## src/gasp_ram.sv

```systemverilog
`timescale 1ns / 1ps
// ----------------------------------------------------------------------------
// Grid A* simple dual-port RAM
// One write port and one read port with registered, enabled read data.
// ----------------------------------------------------------------------------
module gasp_ram #(
    parameter int W  = 8,
    parameter int D  = 16,
    parameter int AW = 4
) (
    input  logic          i_clk,
    input  logic          i_we,
    input  logic [AW-1:0] i_wa,
    input  logic [W-1:0]  i_wd,
    input  logic          i_re,
    input  logic [AW-1:0] i_ra,
    output logic [W-1:0]  o_rd
);

    logic [W-1:0] r_mem [D];

    always_ff @(posedge i_clk) begin
        if (i_we) begin
            r_mem[i_wa] <= i_wd;
        end
        if (i_re) begin
            o_rd <= r_mem[i_ra];
        end
    end

endmodule

```

## config.mk

```make
export PLATFORM = sky130hd
export DESIGN_NAME = gasp_ram
export DESIGN_NICKNAME = d
export VERILOG_FILES = /design/src/gasp_ram.sv
export SDC_FILE = /design/constraint.sdc
export NUM_CORES = 1
export LEC_CHECK = 0
export ABC_AREA = 1
export BUFFER_PORTS_ARGS = -buffer_cell sky130_fd_sc_hd__buf_2
export CORE_UTILIZATION = 50
export DETAILED_ROUTE_END_ITERATION = 16
export PLACE_DENSITY = 0.72
export SYNTH_ARGS = -nofsm -noshare
export SYNTH_HDL_FRONTEND = slang
export SYNTH_SLANG_ARGS = --single-unit
```

## constraint.sdc

```tcl
create_clock -name i_clk -period 1.79 [get_ports i_clk]
set_clock_uncertainty 0.2 [all_clocks]
set_input_delay 0.179 -clock i_clk [delete_from_list [all_inputs] [get_ports i_clk]]
set_output_delay 0.179 -clock i_clk [all_outputs]
set_load 0.05 [all_outputs]
```

==> flow_summary.toml <==
[timing]
worst_slew_margin_rel_pct = 57.0
layout_min_cycle_time_ns = 1.43
setup_tns_ns = 0
finalHoldViolCount = 0
max_clock_freq_mhz = 701
timing.final.setup_violations = 0
unrepaired_setup_endpoints_after_global_routing = "false"
min_period_over_period_pct = 79.7
maxSlewViolCount = 0
timing_worst_slew_pin_value_ns = 0.644

[die]
row_count = 39
dieWidth_um = 110
die-area_mm2 = 0.0121
starting_density_pct = 51.2
core_region_area_mm2 = 0.0114
die_height_um = 110
ioPinCount = 27

[synthesis]
synthTopCellsByArea = "sky130_fd_sc_hd__edfxtp_1 70%, sky130_fd_sc_hd__nand2_1 11%, sky130_fd_sc_hd__nand3_1 8.3%"
yosysSeqAreaShare_pct = 69.8
synthDistinctLibCells = 11
yosysWarnings = 0
synthDominantCellAreaShare_pct = 69.8
synth_cells = 551
postSynthAreaPerCell_um2 = 10.6
synth.ff_latch_count = 136
syn_nets = 570
post_synth_instance_area_mm2 = 0.00585
yosys.area.top_type = "sky130_fd_sc_hd__edfxtp_1"

[critical_path]
critical_path.max_fanout = 1
ordered_cell_list_for_the_critical_path = "buf_2"
r2r-start = "r_mem[4][5]$_DFFE_PP_"
crit-reg2reg-capture = "o_rd[5]$_DFFE_PP_"
r2r_slack_ns = 0.38
worst_path_max_delay_cell = "sky130_fd_sc_hd__edfxtp_1"
delay_of_the_slowest_critical_path_stage_ns = 0.41
startpoint_type = "register"
critical_path_required_ns = 1.41
rr_worst_depth = 6
critPathBufInv = 1
cell_type_group_with_the_largest_total_delay_on_the_critical_path = "flip-flops"
crit_type = "register to output port"
timing.critical_path.arrival_ns = 1.05
critical_path.endpoint_type = "output port"

[worst_hold_path]
worst_hold_endpoint = "r_mem[3][4]$_DFFE_PP_"
hold-path-cell-count = 1
worst_hold_startpoint = "i_wd[4]"
hold_class = "input pin to register"

[outcome]
outcome = "finished clean"

[pwr]
static-leakage-power_nw = 3.00
clockPowerShare_pct = 48.1
p_sw_share_pct = 20.2
seqPwrFrac_pct = 45.6
combinationalPowerShare_pct = 6.4
peakVddDrop_mv = 0.514
switching_pwr_w = 0.00160
power.density_cell_area_mw_per_mm2 = 1150
internal_power_w = 0.00632

[placed_design]
place.detailed.hpwl_um = 7860
dpl-instance-area_mm2 = 0.00620
portBuffers = 26
gpl.final_weighted_congestion = 0.914

[cts]
tritoncts = "yes"
htree_levels = 4
clk_latency_ns = 0.41
cts_resized = 0
clk_slew_on_worst_s_h_paths_ns = 0.05
cts_num_sinks = 136
postCtsSetupBuffers = 0
clock_path_buffers = 2
clock-root-buffer = "sky130_fd_sc_hd__clkbuf_16"
cts_buffer_count = 17

[drt]
drc = 0
wirelength_met1_um = 5190
top_layer_used = "met4"
met2WireLength_um = 6600
drt_iter0_markers = 459
met3RoutedLength_um = 1050
drt_pass1_iterations = 5
antenna_violating_nets_post_route = 0
drt-total-wl_um = 13200
post_drt_wl_per_cell_um = 17.4
route.detailed.vias_per_inst = 5.24
route.vias.total = 3960

[layout]
antenna_cells = 0
fin_area_mm2 = 0.00691
final_net_count = 619
areaGrowthSynthToFinish_pct = 18.1
drive_above_1_share_pct = 12.1

[global_route]
grt_first_pass_wirelength_um = 20100
grt_pass1_vias = 3973
grt_usage_pct = 23.7
grt_max_degree = 65
global_route.overflow_total = 0
grt_antenna_before_repair = 0

[run]
cap_viol_max_count = 0
worst max-delay path by stage:
| stage | from | endpoint | slack, ns | cells past startpoint |
|---|---|---|---|---|
| floorplan | i_wa[2] | r_mem[10][0]$_DFFE_PP_ | 0.46 | 2 |
| finish | o_rd[2]$_DFFE_PP_ | o_rd[2] | 0.36 | 1 |
| global route | r_mem[6][5]$_DFFE_PP_ | o_rd[5]$_DFFE_PP_ | 0.30 | 6 |
| detailed placement | i_ra[0] | o_rd[5]$_DFFE_PP_ | 0.12 | 8 |
| CTS | o_rd[2]$_DFFE_PP_ | o_rd[2] | 0.36 | 1 |
| global placement | i_ra[0] | o_rd[5]$_DFFE_PP_ | 0.14 | 8 |
per-stage QoR:
stage / cells / hold WS (ns) / power, W / utilization, % / setup slack [ns]
after CTS: 756 / 0.00357 / 0.00794 / 60.5 / 0.362
after floorplan: 551 / 0.0779 / 0.00398 / - / 0.460
after global routing: 756 / 0.00355 / 0.00813 / 60.5 / 0.296
after global placement: 718 / 0.338 / 0.00415 / 54.3 / 0.143
after detailed placement: 718 / 0.344 / 0.00416 / 54.3 / 0.115
final: 756 / 0.00708 / 0.00792 / 60.5 / 0.363
power by group through the flow:
stage	clock, W	combinational (W)	sequential (W)
after floorplan	0	0.000251	0.00372
after global placement	0	0.000477	0.00367
after detailed placement	0	0.000487	0.00367
after CTS	0.00382	0.000505	0.00361
after global routing	0.00397	0.000552	0.00362
final	0.00381	0.000504	0.00361
layout make-up:
cell class              instances  area (µm²)
fillers                       902        4510
repair buffers                 54         405
inverters                     102         383
multi-input cells             289        1210
clock inverters                12         204
flip-flops and latches        136        4080
clock buffers                  20         437
well taps                     143         179
cells in the mapped netlist:
library cell / count
sky130_fd_sc_hd__buf_1: 1
sky130_fd_sc_hd__nand3b_1: 2
sky130_fd_sc_hd__buf_4: 4
sky130_fd_sc_hd__edfxtp_1: 136
sky130_fd_sc_hd__nand3_1: 97
sky130_fd_sc_hd__inv_1: 100
sky130_fd_sc_hd__buf_6: 6
sky130_fd_sc_hd__nor2_1: 17
sky130_fd_sc_hd__buf_2: 13
sky130_fd_sc_hd__inv_2: 2
sky130_fd_sc_hd__nand2_1: 173
worst register-to-register path, cell delays in order, from the launching register on:
cell and delay, ns:
sky130_fd_sc_hd__edfxtp_1 0.37, sky130_fd_sc_hd__inv_1 0.06, sky130_fd_sc_hd__nand2_1 0.05, sky130_fd_sc_hd__nand3_1 0.07, sky130_fd_sc_hd__nand3_1 0.14, sky130_fd_sc_hd__nand3_1 0.17
sky130_fd_sc_hd__nand2_1 0.10
layout by cell type (no fill, tap or decap):
cell type | netlist | final
sky130_fd_sc_hd__nand3b_1 | 2 | 2
sky130_fd_sc_hd__edfxtp_1 | 136 | 136
sky130_fd_sc_hd__nor2_1 | 17 | 17
sky130_fd_sc_hd__clkbuf_16 | 0 | 17
sky130_fd_sc_hd__buf_4 | 4 | 18
sky130_fd_sc_hd__inv_2 | 2 | 2
sky130_fd_sc_hd__clkbuf_1 | 0 | 3
sky130_fd_sc_hd__dlygate4sd3_1 | 0 | 6
sky130_fd_sc_hd__nand2_1 | 173 | 173
sky130_fd_sc_hd__clkinv_1 | 0 | 5
sky130_fd_sc_hd__buf_12 | 0 | 4
sky130_fd_sc_hd__inv_1 | 100 | 100
sky130_fd_sc_hd__clkinv_2 | 0 | 1
sky130_fd_sc_hd__nand3_1 | 97 | 97
sky130_fd_sc_hd__bufinv_16 | 0 | 6
sky130_fd_sc_hd__buf_2 | 13 | 26
per-layer routing:
metal	GRT usage, %	vias to the layer above
met4	11.9	0
met1	29.6	1866
met3	4.59	23
li1	-	1879
met2	39.5	192
met5	0	-
kinds of logic after synthesis:
| kind of cell | count (synthesis) | synth area share (%) |
|---|---|---|
| and+or+nand+nor | 289 | 20.8 |
| DFF | 136 | 69.8 |
| buffers and inverters | 126 | 9.39 |
state kept, by name, summed over array words and instances, names as in the netlist:
name / cells
r_mem: 128
o_rd: 8
repair_timing:
item                                    CTS  global route
endpoints found under the hold margin    71             0
hold buffers                              6             0
endpoints found under the setup margin    0             0
Note: power is estimated with default switching activity, not from simulation.
